===== config.mk =====
export PLATFORM = sky130hd
export DESIGN_NAME = complementary_tilt_filter
export DESIGN_NICKNAME = d
export VERILOG_FILES = /design/src/hdl/ctf_pkg.sv /design/src/hdl/ctf_cdiv.sv /design/src/hdl/ctf_cordic.sv /design/src/hdl/complementary_tilt_filter.sv
export SDC_FILE = /design/constraint.sdc
export NUM_CORES = 2
export LEC_CHECK = 0
export ABC_AREA = 1
export CORE_MARGIN = 8
export CORE_UTILIZATION = 45
export DETAILED_ROUTE_END_ITERATION = 10
export DONT_BUFFER_PORTS = 1
export PLACE_DENSITY = 0.61
export SETUP_SLACK_MARGIN = 0.2
export SYNTH_ARGS = -nofsm -noshare
export SYNTH_HDL_FRONTEND = slang
export SYNTH_SLANG_ARGS = --single-unit

===== constraint.sdc =====
create_clock -name clk -period 10.05 [get_ports clk]
set_input_delay 1.005 -clock clk [delete_from_list [all_inputs] [get_ports clk]]
set_output_delay 1.005 -clock clk [all_outputs]
set_load 0.02 [all_outputs]

===== src/hdl/ctf_pkg.sv =====
// Shared types, constants and the arctangent table for the complementary tilt filter.
// Used by the top level, the CORDIC unit and the constant divider; depends on nothing.
`default_nettype none

package ctf_pkg;

  // Field and datapath widths
  localparam int SAMPLE_W   = 16;
  localparam int GYRO_FS_W  = 11;
  localparam int DEG_W      = 12;
  localparam int ANGLE_W    = 32;
  localparam int IN_DATA_W  = 5 * SAMPLE_W;
  localparam int OUT_DATA_W = ((2 * DEG_W + 7) / 8) * 8;

  // Defaults for the top-level parameters
  localparam int FRAC_BITS_DEF    = 16;
  localparam int CORDIC_STEPS_DEF = 16;

  localparam logic [GYRO_FS_W-1:0] GYRO_FS_RESET = 11'd250;
  localparam int OUT_LIMIT = 1200;

  // Gyro step: raw * fs * 2^F / (2^17 * 25) gives the 10 ms increment.
  localparam int GYRO_MAG_W = 27;
  localparam int GYRO_A_W   = 34;
  localparam int GYRO_Q_W   = 30;
  localparam int DIV_SHIFT  = 17;

  // Blend numerator 49*g + acc fits in this signed width for every legal parameter.
  localparam int NUM_W = 41;

  // Constant divider: one quotient digit per cycle
  localparam int DIGIT_W = 4;
  localparam int REM_W   = 6;
  localparam logic [REM_W-1:0] DIV_GYRO  = 6'd25;
  localparam logic [REM_W-1:0] DIV_BLEND = 6'd50;

  // CORDIC vector width and guard bits of the angle accumulator above FRAC_BITS
  localparam int CORDIC_W    = 36;
  localparam int ACC_GUARD_W = 11;

  // atan(2^-i) in degrees with 24 fraction bits
  localparam int ATAN_LEN   = 24;
  localparam int ATAN_FRAC  = 24;
  localparam int ATAN_IDX_W = $clog2(ATAN_LEN);
  localparam int ATAN_W     = 30;

  localparam logic [ATAN_W-1:0] ATAN_TAB [ATAN_LEN] = '{
    30'd754974720, 30'd445687602, 30'd235489088, 30'd119537938,
    30'd60000934,  30'd30029717,  30'd15018523,  30'd7509720,
    30'd3754917,   30'd1877466,   30'd938734,    30'd469367,
    30'd234684,    30'd117342,    30'd58671,     30'd29335,
    30'd14668,     30'd7334,      30'd3667,      30'd1833,
    30'd917,       30'd458,       30'd229,       30'd115
  };

  // Table entry rounded half up to fb fraction bits; with fb of 24 or more it is returned unchanged.
  function automatic logic [ATAN_W-1:0] atan_entry(input logic [ATAN_IDX_W-1:0] idx,
                                                   input int fb);
    logic [ATAN_W:0] t;
    int sh;
    sh = ATAN_FRAC - fb;
    t  = {1'b0, ATAN_TAB[idx]};
    if (sh <= 0) begin
      return ATAN_TAB[idx];
    end
    t = t + ((ATAN_W + 1)'(1) << (sh - 1));
    return ATAN_W'(t >> sh);
  endfunction

  typedef enum logic [3:0] {
    S_IDLE,
    S_GYRO,
    S_GYRO_W,
    S_ATAN,
    S_ATAN_W,
    S_MUL,
    S_BLEND,
    S_BLEND_W,
    S_EMIT
  } ctf_state_t;

  typedef struct packed {
    logic start;
    logic by50;
  } ctf_div_ctl_t;

endpackage

`default_nettype wire


===== src/hdl/ctf_cdiv.sv =====
// Unsigned division by the constant 25 or 50, four quotient bits per cycle.
// Depends on ctf_pkg for widths, divisor constants and the control struct.
`default_nettype none

module ctf_cdiv (
  input  logic                       clk,
  input  logic                       rst_n,
  input  ctf_pkg::ctf_div_ctl_t      ctl,
  input  logic [ctf_pkg::NUM_W-1:0]  dividend,
  output logic                       done,
  output logic [ctf_pkg::NUM_W-1:0]  quotient
);
  import ctf_pkg::*;

  localparam int DIGITS = (NUM_W + DIGIT_W - 1) / DIGIT_W;
  localparam int PW     = DIGITS * DIGIT_W;
  localparam int CNT_W  = $clog2(DIGITS);
  localparam int P_W    = REM_W + DIGIT_W;

  logic             busy_r;
  logic             done_r;
  logic [CNT_W-1:0] cnt_r;
  logic [PW-1:0]    work_r;
  logic [REM_W-1:0] rem_r;
  logic [REM_W-1:0] dv_r;

  logic [P_W-1:0]     part;
  logic [P_W-1:0]     dv_w;
  logic [DIGIT_W-1:0] digit;
  logic [REM_W-1:0]   rem_nxt;

  // The remainder stays below the divisor, so one digit never exceeds 15.
  always_comb begin
    part  = {rem_r, work_r[PW-1 -: DIGIT_W]};
    dv_w  = P_W'(dv_r);
    digit = '0;
    for (int k = 1; k < (1 << DIGIT_W); k++) begin
      if (part >= P_W'(k) * dv_w) begin
        digit = DIGIT_W'(k);
      end
    end
    rem_nxt = REM_W'(part - P_W'(digit) * dv_w);
  end

  always_ff @(posedge clk) begin
    if (!rst_n) begin
      busy_r <= 1'b0;
      done_r <= 1'b0;
      cnt_r  <= '0;
    end else begin
      done_r <= 1'b0;
      if (ctl.start) begin
        busy_r <= 1'b1;
        cnt_r  <= CNT_W'(DIGITS - 1);
      end else if (busy_r) begin
        cnt_r <= cnt_r - 1'b1;
        if (cnt_r == '0) begin
          busy_r <= 1'b0;
          done_r <= 1'b1;
        end
      end
    end
  end

  always_ff @(posedge clk) begin
    if (ctl.start) begin
      work_r <= PW'(dividend);
      rem_r  <= '0;
      dv_r   <= ctl.by50 ? DIV_BLEND : DIV_GYRO;
    end else if (busy_r) begin
      work_r <= {work_r[PW-DIGIT_W-1:0], digit};
      rem_r  <= rem_nxt;
    end
  end

  assign done     = done_r;
  assign quotient = work_r[NUM_W-1:0];

endmodule

`default_nettype wire


===== src/hdl/ctf_cordic.sv =====
// Vectoring CORDIC for atan2(y, x) in degrees, one rotation per cycle.
// Depends on ctf_pkg for the arctangent table and widths.
`default_nettype none

module ctf_cordic #(
  parameter int FRAC_BITS    = ctf_pkg::FRAC_BITS_DEF,
  parameter int CORDIC_STEPS = ctf_pkg::CORDIC_STEPS_DEF
) (
  input  logic                                          clk,
  input  logic                                          rst_n,
  input  logic                                          start,
  input  logic signed [ctf_pkg::SAMPLE_W-1:0]           y_in,
  input  logic signed [ctf_pkg::SAMPLE_W-1:0]           x_in,
  output logic                                          done,
  output logic signed [FRAC_BITS+ctf_pkg::ACC_GUARD_W-1:0] z_out
);
  import ctf_pkg::*;

  localparam int ZW = FRAC_BITS + ACC_GUARD_W;
  localparam int EW = SAMPLE_W + 1;
  localparam logic signed [ZW-1:0] Z180 = ZW'(64'd180 << FRAC_BITS);

  logic                          run_r;
  logic                          done_r;
  logic [ATAN_IDX_W-1:0]         idx_r;
  logic signed [CORDIC_W-1:0]    x_r;
  logic signed [CORDIC_W-1:0]    y_r;
  logic signed [ZW-1:0]          z_r;

  logic signed [EW-1:0]       x_ext;
  logic signed [EW-1:0]       y_ext;
  logic signed [EW-1:0]       x_abs;
  logic signed [EW-1:0]       y_abs;
  logic                       flip;
  logic signed [ZW-1:0]       z_init;
  logic signed [CORDIC_W-1:0] xs;
  logic signed [CORDIC_W-1:0] ys;
  logic signed [ZW-1:0]       ent;
  logic signed [CORDIC_W-1:0] x_nxt;
  logic signed [CORDIC_W-1:0] y_nxt;
  logic signed [ZW-1:0]       z_nxt;
  logic                       last;

  // A vector in the left half plane is turned by 180 degrees first.
  always_comb begin
    x_ext  = {x_in[SAMPLE_W-1], x_in};
    y_ext  = {y_in[SAMPLE_W-1], y_in};
    flip   = x_in[SAMPLE_W-1];
    x_abs  = flip ? -x_ext : x_ext;
    y_abs  = flip ? -y_ext : y_ext;
    z_init = !flip ? '0 : (y_in[SAMPLE_W-1] ? -Z180 : Z180);
  end

  always_comb begin
    xs  = x_r >>> idx_r;
    ys  = y_r >>> idx_r;
    ent = ZW'(atan_entry(idx_r, FRAC_BITS));
    if (y_r[CORDIC_W-1]) begin
      x_nxt = x_r - ys;
      y_nxt = y_r + xs;
      z_nxt = z_r - ent;
    end else begin
      x_nxt = x_r + ys;
      y_nxt = y_r - xs;
      z_nxt = z_r + ent;
    end
    last = (idx_r == ATAN_IDX_W'(CORDIC_STEPS - 1));
  end

  always_ff @(posedge clk) begin
    if (!rst_n) begin
      run_r  <= 1'b0;
      done_r <= 1'b0;
      idx_r  <= '0;
    end else begin
      done_r <= 1'b0;
      if (start) begin
        idx_r <= '0;
        if (y_in == '0) begin
          done_r <= 1'b1;
        end else begin
          run_r <= 1'b1;
        end
      end else if (run_r) begin
        idx_r <= idx_r + 1'b1;
        if (last) begin
          run_r  <= 1'b0;
          done_r <= 1'b1;
        end
      end
    end
  end

  always_ff @(posedge clk) begin
    if (start) begin
      x_r <= {{(CORDIC_W - EW - 16){x_abs[EW-1]}}, x_abs, 16'b0};
      y_r <= {{(CORDIC_W - EW - 16){y_abs[EW-1]}}, y_abs, 16'b0};
      if (y_in == '0) begin
        z_r <= flip ? Z180 : '0;
      end else begin
        z_r <= z_init;
      end
    end else if (run_r) begin
      x_r <= x_nxt;
      y_r <= y_nxt;
      z_r <= z_nxt;
    end
  end

  assign done  = done_r;
  assign z_out = z_r;

endmodule

`default_nettype wire


===== src/hdl/complementary_tilt_filter.sv =====
// Complementary tilt filter top level: sequencer, angle state and stream ports.
// Depends on ctf_pkg, ctf_cdiv and ctf_cordic.
//
// Takes one raw IMU sample per transaction (accelerometer X, Y, Z and gyro X, Y) and
// returns one transaction with pitch and roll in whole degrees, truncated toward zero
// and limited to +-1200. Gyro rates are scaled by cfg_wr_data's full-scale range and
// integrated over 10 ms; each angle is then blended 49/50 with the accelerometer angle.
// A sample is worked on alone, from acceptance to a valid result. The shared constant
// divider runs four divisions per sample, and the CORDIC unit turns one vector per cycle
// for each of the two angles. An angle whose accelerometer X or Y operand is zero skips
// the rotations. The result waits in the emit step for as long as the previous result
// is still held by out_tready. The next sample can be taken in the idle state that
// follows the load, even if the result is still waiting on out_tready. The user must
// write the full-scale register only while no sample is in work; the block itself
// does not enforce it.
`default_nettype none

module complementary_tilt_filter #(
  parameter int FRAC_BITS    = ctf_pkg::FRAC_BITS_DEF,
  parameter int CORDIC_STEPS = ctf_pkg::CORDIC_STEPS_DEF
) (
  input  logic                              clk,
  input  logic                              rst_n,
  input  logic                              in_tvalid,
  output logic                              in_tready,
  // accel_x, accel_y, accel_z, gyro_x, gyro_y: 16 bits each, from bit 0 up
  input  logic [ctf_pkg::IN_DATA_W-1:0]     in_tdata,
  output logic                              out_tvalid,
  input  logic                              out_tready,
  // pitch_deg [11:0], roll_deg [23:12]
  output logic [ctf_pkg::OUT_DATA_W-1:0]    out_tdata,
  input  logic                              cfg_wr_en,
  input  logic [ctf_pkg::GYRO_FS_W-1:0]     cfg_wr_data
);
  import ctf_pkg::*;

  localparam int ZW  = FRAC_BITS + ACC_GUARD_W;
  localparam int SHL = (FRAC_BITS >= DIV_SHIFT) ? FRAC_BITS - DIV_SHIFT : 0;
  localparam int SHR = (FRAC_BITS >= DIV_SHIFT) ? 0 : DIV_SHIFT - FRAC_BITS;
  localparam int DW  = GYRO_Q_W + 1;
  localparam int GW  = ANGLE_W + 1;
  localparam logic signed [ANGLE_W-1:0] ANG_MAX = {1'b0, {(ANGLE_W - 1){1'b1}}};
  localparam logic signed [ANGLE_W-1:0] ANG_MIN = {1'b1, {(ANGLE_W - 1){1'b0}}};
  localparam logic signed [ANGLE_W-1:0] LIM_W   = ANGLE_W'(OUT_LIMIT);
  localparam logic signed [DEG_W-1:0]   DEG_MAX = DEG_W'(OUT_LIMIT);
  localparam logic signed [DEG_W-1:0]   DEG_MIN = -DEG_MAX;

  // Control state
  ctf_state_t state_r, state_nxt;
  logic       lane_r, lane_nxt;
  logic       out_valid_r, out_valid_nxt;
  logic [GYRO_FS_W-1:0] fs_r;
  logic signed [ANGLE_W-1:0] pitch_r;
  logic signed [ANGLE_W-1:0] roll_r;

  // Working registers
  logic signed [SAMPLE_W-1:0] ax_r, ay_r, az_r, gx_r, gy_r;
  logic signed [DW-1:0]       dp_r, dr_r;
  logic signed [ZW-1:0]       accp_r, accr_r;
  logic signed [NUM_W-1:0]    m49_r;
  logic                       neg_r;
  logic signed [DEG_W-1:0]    outp_r, outr_r;

  // Unit handshakes
  ctf_div_ctl_t         div_ctl;
  logic [NUM_W-1:0]     div_dividend;
  logic                 div_done;
  logic [NUM_W-1:0]     div_quot;
  logic                 cor_start;
  logic                 cor_done;
  logic signed [ZW-1:0] cor_z;
  logic                 accept;
  logic                 emit_go;

  // Datapath
  logic signed [SAMPLE_W-1:0]  g_raw;
  logic signed [GYRO_MAG_W:0]  g_prod;
  logic [GYRO_MAG_W-1:0]       g_mag;
  logic [GYRO_A_W-1:0]         g_a;
  logic signed [DW-1:0]        q_ext;
  logic signed [DW-1:0]        delta;
  logic                        delta_neg;
  logic signed [ANGLE_W-1:0]   ang_sel;
  logic signed [DW-1:0]        dsel;
  logic signed [GW-1:0]        g_sum;
  logic signed [NUM_W-1:0]     g_w;
  logic signed [NUM_W-1:0]     m49;
  logic signed [ZW-1:0]        acc_sel;
  logic signed [NUM_W-1:0]     num;
  logic [NUM_W-1:0]            num_mag;
  logic signed [ANGLE_W-1:0]   blend_res;

  function automatic logic signed [DEG_W-1:0] to_deg(input logic signed [ANGLE_W-1:0] a);
    logic signed [ANGLE_W-1:0] w;
    w = a >>> FRAC_BITS;
    if (a[ANGLE_W-1] && (a[FRAC_BITS-1:0] != '0)) begin
      w = w + ANGLE_W'(1);
    end
    if (w > LIM_W) begin
      return DEG_MAX;
    end
    if (w < -LIM_W) begin
      return DEG_MIN;
    end
    return DEG_W'(w);
  endfunction

  ctf_cdiv u_div (
    .clk      (clk),
    .rst_n    (rst_n),
    .ctl      (div_ctl),
    .dividend (div_dividend),
    .done     (div_done),
    .quotient (div_quot)
  );

  ctf_cordic #(
    .FRAC_BITS    (FRAC_BITS),
    .CORDIC_STEPS (CORDIC_STEPS)
  ) u_cordic (
    .clk   (clk),
    .rst_n (rst_n),
    .start (cor_start),
    .y_in  (lane_r ? ay_r : ax_r),
    .x_in  (az_r),
    .done  (cor_done),
    .z_out (cor_z)
  );

  // Gyro increment: magnitude of raw * fs, scaled, then divided by 25.
  always_comb begin
    g_raw  = lane_r ? gx_r : gy_r;
    g_prod = g_raw * $signed({1'b0, fs_r});
    g_mag  = g_prod[GYRO_MAG_W] ? GYRO_MAG_W'(-g_prod) : GYRO_MAG_W'(g_prod);
    g_a    = (GYRO_A_W'(g_mag) << SHL) >> SHR;
    // Pitch moves against gyro Y, roll with gyro X.
    delta_neg = lane_r ? gx_r[SAMPLE_W-1] : ~gy_r[SAMPLE_W-1];
    q_ext     = {1'b0, div_quot[GYRO_Q_W-1:0]};
    delta     = delta_neg ? -q_ext : q_ext;
  end

  // Blend: 49 * (angle + delta) + accelerometer angle, later divided by 50.
  always_comb begin
    ang_sel = lane_r ? roll_r : pitch_r;
    dsel    = lane_r ? dr_r : dp_r;
    g_sum   = {ang_sel[ANGLE_W-1], ang_sel} + {{(GW - DW){dsel[DW-1]}}, dsel};
    g_w     = {{(NUM_W - GW){g_sum[GW-1]}}, g_sum};
    m49     = (g_w <<< 5) + (g_w <<< 4) + g_w;
    acc_sel = lane_r ? accr_r : accp_r;
    num     = m49_r + {{(NUM_W - ZW){acc_sel[ZW-1]}}, acc_sel};
    num_mag = num[NUM_W-1] ? NUM_W'(-num) : NUM_W'(num);
    if (!neg_r && (div_quot > NUM_W'(ANG_MAX))) begin
      blend_res = ANG_MAX;
    end else if (neg_r && (div_quot > {{(NUM_W - ANGLE_W){1'b0}}, ANG_MIN})) begin
      blend_res = ANG_MIN;
    end else begin
      blend_res = neg_r ? ANGLE_W'(-div_quot) : ANGLE_W'(div_quot);
    end
  end

  assign div_dividend = (state_r == S_BLEND) ? num_mag : NUM_W'(g_a);
  assign emit_go      = !out_valid_r || out_tready;

  // Next state
  always_comb begin
    state_nxt = state_r;
    case (state_r)
      S_IDLE:    if (in_tvalid) state_nxt = S_GYRO;
      S_GYRO:    state_nxt = S_GYRO_W;
      S_GYRO_W:  if (div_done) state_nxt = lane_r ? S_ATAN : S_GYRO;
      S_ATAN:    state_nxt = S_ATAN_W;
      S_ATAN_W:  if (cor_done) state_nxt = lane_r ? S_MUL : S_ATAN;
      S_MUL:     state_nxt = S_BLEND;
      S_BLEND:   state_nxt = S_BLEND_W;
      S_BLEND_W: if (div_done) state_nxt = lane_r ? S_EMIT : S_MUL;
      S_EMIT:    if (emit_go) state_nxt = S_IDLE;
      default:   state_nxt = S_IDLE;
    endcase
  end

  // Outputs of the sequencer
  always_comb begin
    in_tready     = 1'b0;
    div_ctl       = '0;
    cor_start     = 1'b0;
    lane_nxt      = lane_r;
    out_valid_nxt = out_valid_r && !out_tready;
    case (state_r)
      S_IDLE:    in_tready = 1'b1;
      S_GYRO:    div_ctl.start = 1'b1;
      S_GYRO_W:  lane_nxt = lane_r ^ div_done;
      S_ATAN:    cor_start = 1'b1;
      S_ATAN_W:  lane_nxt = lane_r ^ cor_done;
      S_BLEND:   div_ctl = '{start: 1'b1, by50: 1'b1};
      S_BLEND_W: lane_nxt = lane_r ^ div_done;
      S_EMIT:    if (emit_go) out_valid_nxt = 1'b1;
      default:   in_tready = 1'b0;
    endcase
  end

  assign accept = in_tvalid && in_tready;

  always_ff @(posedge clk) begin
    if (!rst_n) begin
      state_r     <= S_IDLE;
      lane_r      <= 1'b0;
      out_valid_r <= 1'b0;
      fs_r        <= GYRO_FS_RESET;
      pitch_r     <= '0;
      roll_r      <= '0;
    end else begin
      state_r     <= state_nxt;
      lane_r      <= lane_nxt;
      out_valid_r <= out_valid_nxt;
      if (cfg_wr_en) begin
        fs_r <= cfg_wr_data;
      end
      if ((state_r == S_BLEND_W) && div_done) begin
        if (lane_r) begin
          roll_r <= blend_res;
        end else begin
          pitch_r <= blend_res;
        end
      end
    end
  end

  always_ff @(posedge clk) begin
    if (accept) begin
      ax_r <= in_tdata[0*SAMPLE_W +: SAMPLE_W];
      ay_r <= in_tdata[1*SAMPLE_W +: SAMPLE_W];
      az_r <= in_tdata[2*SAMPLE_W +: SAMPLE_W];
      gx_r <= in_tdata[3*SAMPLE_W +: SAMPLE_W];
      gy_r <= in_tdata[4*SAMPLE_W +: SAMPLE_W];
    end
    if ((state_r == S_GYRO_W) && div_done) begin
      if (lane_r) begin
        dr_r <= delta;
      end else begin
        dp_r <= delta;
      end
    end
    if ((state_r == S_ATAN_W) && cor_done) begin
      if (lane_r) begin
        accr_r <= cor_z;
      end else begin
        accp_r <= cor_z;
      end
    end
    if (state_r == S_MUL) begin
      m49_r <= m49;
    end
    if (state_r == S_BLEND) begin
      neg_r <= num[NUM_W-1];
    end
    if ((state_r == S_EMIT) && emit_go) begin
      outp_r <= to_deg(pitch_r);
      outr_r <= to_deg(roll_r);
    end
  end

  assign out_tvalid = out_valid_r;
  assign out_tdata  = OUT_DATA_W'({outr_r, outp_r});

  // The lane select is back on pitch whenever the sequencer is idle.
  a_lane_idle: assert property (@(posedge clk) disable iff (!rst_n)
    (state_r == S_IDLE) |-> !lane_r)
    else $error("lane select not back on pitch in idle");

  a_div_owner: assert property (@(posedge clk) disable iff (!rst_n)
    div_done |-> ((state_r == S_GYRO_W) || (state_r == S_BLEND_W)))
    else $error("divider finished while the sequencer was not waiting on it");

  a_cordic_owner: assert property (@(posedge clk) disable iff (!rst_n)
    cor_done |-> (state_r == S_ATAN_W))
    else $error("CORDIC finished while the sequencer was not waiting on it");

  a_load_emit: assert property (@(posedge clk) disable iff (!rst_n)
    $rose(out_valid_r) |-> ($past(state_r) == S_EMIT))
    else $error("result loaded outside the emit step");

  a_out_range: assert property (@(posedge clk) disable iff (!rst_n)
    out_valid_r |-> ((outp_r <= DEG_MAX) && (outp_r >= DEG_MIN) &&
                     (outr_r <= DEG_MAX) && (outr_r >= DEG_MIN)))
    else $error("output angle beyond the saturation limit");

endmodule

`default_nettype wire

==> impl_metrics.env <==
export IMPL_dpl_cell_count=9117
export IMPL_grt_pass1_wl_mm=272
export IMPL_synth_cell_type_count=77
export IMPL_root_buffer="clkbuf_16"
export IMPL_rsz0062_at_grt="false"
export IMPL_io_pins=122
export IMPL_slew_violations=0
export IMPL_avgSynthCellArea_sq_um=6.88
export IMPL_fp_row_count=126
export IMPL_drive_above_1_share_pct=4.53
export IMPL_busiest_layer="met2"
export IMPL_first_pass_iters=6
export IMPL_syn_num_nets=8431
export IMPL_postCtsSetupBuffers=0
export IMPL_use_met3_pct=3.63
export IMPL_multi_input_area_sq_um=34200
export IMPL_start_kind="flop"
export IMPL_cpPeakStageDelay_ns=0.73
export IMPL_fp_dieW_microns=360
export IMPL_outcome="complete, no violations"
export IMPL_r2r_cells=30
export IMPL_wire_per_inst_microns=18.9
export IMPL_cts_buffer_depth=3
export IMPL_instances_no_fill=9245
export IMPL_drtIter0Drc=4379
export IMPL_hp_class="input pin to flop"
export IMPL_dieArea_sq_um=130000
export IMPL_finClkSkew_ns=0.0336
export IMPL_worstSetupPathType="flop to flop"
export IMPL_fin_tns_setup_ns=0
export IMPL_hpwl_mm=140
export IMPL_clock_sinks=505
export IMPL_worstMarginPinSlew_ns=1.06
export IMPL_ctsResizeCount=0
export IMPL_syn_area_sq_um=53300
export IMPL_synthCells=7747
export IMPL_clk_latency_ns=0.64
export IMPL_ys_seq_area_share_pct=25.9
export IMPL_endpoint_kind="flop"
export IMPL_required_ns=10.40
export IMPL_grt_use_total_pct=25.9
export IMPL_hold_path_depth=0
export IMPL_cp_num_buf_inv=7
export IMPL_wl_mm=174
export IMPL_fillers=12000
export IMPL_seq_area_sq_um=13800
export IMPL_yosysWarnings=0
export IMPL_grt_max_degree=80
export IMPL_tritoncts="built"
export IMPL_antenna_left=0
export IMPL_synth_edf_count=370
export IMPL_path_max_fanout=38
export IMPL_initial_core_util_pct=45.3
export IMPL_yosys_register_bits=505
export IMPL_placed_cell_area_sq_um=54600
export IMPL_maxClockFrequency_ghz=0.125
export IMPL_nNetsFinal=8333
export IMPL_synthToLayoutAreaGrowth_pct=6.49
export IMPL_place_congestion=0.971
export IMPL_critical_path_top_delay_family="adder cells"
export IMPL_final_cell_area_sq_um=56800
export IMPL_final_hold_viol_count=0
export IMPL_setup_viol=0
export IMPL_antenna_found_initial=12
export IMPL_async_flop_share_pct=0
export IMPL_grt_pass1_vias=48700
export IMPL_cts_max_level=3
export IMPL_drc=0
export IMPL_max_slew_margin_rel_pct=28.9
export IMPL_cp_slowest_cell="clkinv_1"
export IMPL_fin_crit_ns=8.00
export IMPL_yosys_most_used_dff="edfxtp_1"
export IMPL_vias=50800
export IMPL_worstPathArrival_ns=8.35
export IMPL_fin_crit_sh_pct=79.6
export IMPL_core_region_area_sq_um=118000
export IMPL_grt_use_met2_pct=44.3
export IMPL_cp_depth=30
export IMPL_use_met1_pct=32.7
export IMPL_path_clk_slew_ns=0.06
export IMPL_die_y_microns=360
export IMPL_max_cap_violations=0
export IMPL_cts_made_buffers=66
export IMPL_cts_hold_buf=0
export IMPL_via_per_inst=5.50
export IMPL_cp_common_cell="nand2_1"
export IMPL_port_buffers=0
export IMPL_grt_ovfl_total=0
==> flip-flops by register name, indices dropped and copies added, names as in the netlist, 27 cells and up <==
register	flops
u_div.work_r	44
m49_r	39
u_cordic.x_r	36
u_cordic.y_r	36
pitch_r	32
roll_r	32
dp_r	31
dr_r	31
accp_r	27
accr_r	27
u_cordic.z_out	27
==> cell type report <==
| cell class | instances | area share (%) |
|---|---|---|
| Antenna cell | 7 | 0.0308 |
| Clock inverter | 38 | 0.637 |
| Sequential cell | 505 | 24.3 |
| Clock buffer | 83 | 3.18 |
| Multi-Input combinational cell | 5890 | 60.3 |
| Timing Repair Buffer | 45 | 0.595 |
| Tap cell | 1536 | 3.38 |
| Inverter | 1141 | 7.55 |
==> layout by cell type, fill, tap and decap left out, types with 100 or more instances in the layout <==
cell      netlist  routed
a21oi_1       478     477
dfxtp_1       135     131
edfxtp_1      370     370
fa_1          203     203
ha_1          385     385
inv_1        1103    1101
nand2_1      2140    2140
nand3_1       496     496
nand4_1       100     100
nor2_1        656     650
o21ai_0       514     514
xor2_1        172     172
==> path summary, 6_finish.rpt <==
path | start | slack, ns | end
setup / recovery | lane_r | 2.05 | u_div.work_r[12]
hold / removal | in_tdata[8] | 0.46 | ax_r[8]
setup reg to reg | lane_r | 2.05 | u_div.work_r[12]
hold reg to reg | u_cordic.z_out[4] | 0.49 | accp_r[4]
==> routing by layer <==
metal | up-vias | share of wire (%)
met3 | 394 | 6.1
met2 | 1607 | 47
li1 | 25100 | -
met4 | 8 | 4.7
met5 | - | 0.028
met1 | 23700 | 42
==> cells by family (layout without fill, tap and decap cells) <==
kind of cell    count (synthesis)  after routing  synth area share (%)
fa+ha+maj                     588            588                  16.7
buf+inv                      1352           1307                  10.0
flops                         505            505                  25.9
simple gates                 3681           3681                  29.0
other cells                     0              7                     0
compound gates               1355           1355                  14.0
xor+xnor                      249            249                  4.12
mux                            17             17                 0.319
==> Yosys cell counts, types with 52 or more instances <==
master | number | area share, %
xor2_1 | 172 | 2.8
nor3_1 | 98 | 0.92
dfxtp_1 | 135 | 5.1
fa_1 | 203 | 7.6
inv_1 | 1103 | 7.8
o21ai_1 | 94 | 0.88
nand2_1 | 2140 | 15
o21ai_0 | 514 | 4.8
nand3_1 | 496 | 4.7
nand4_1 | 100 | 1.2
edfxtp_1 | 370 | 21
a21oi_1 | 478 | 4.5
xnor2_1 | 75 | 1.2
clkbuf_1 | 114 | 0.80
or2_2 | 52 | 0.61
ha_1 | 385 | 9.0
nor2_1 | 656 | 4.6
==> through the flow <==
stage | hold WS (ns) | utilization, % | setup WS (ns)
final | 0.464 | 48.2 | 2.05
after global routing | 0.443 | 48.2 | 1.38
after CTS | 0.425 | 48.2 | 2.09
after detailed placement | 0.470 | 46.4 | 2.11
after global placement | 0.464 | 46.4 | 2.20
after floorplan | 0.423 | - | 2.96
Power is not shown: default switching activity piles up to over one toggle a cycle in this logic, so the estimate is an artifact.
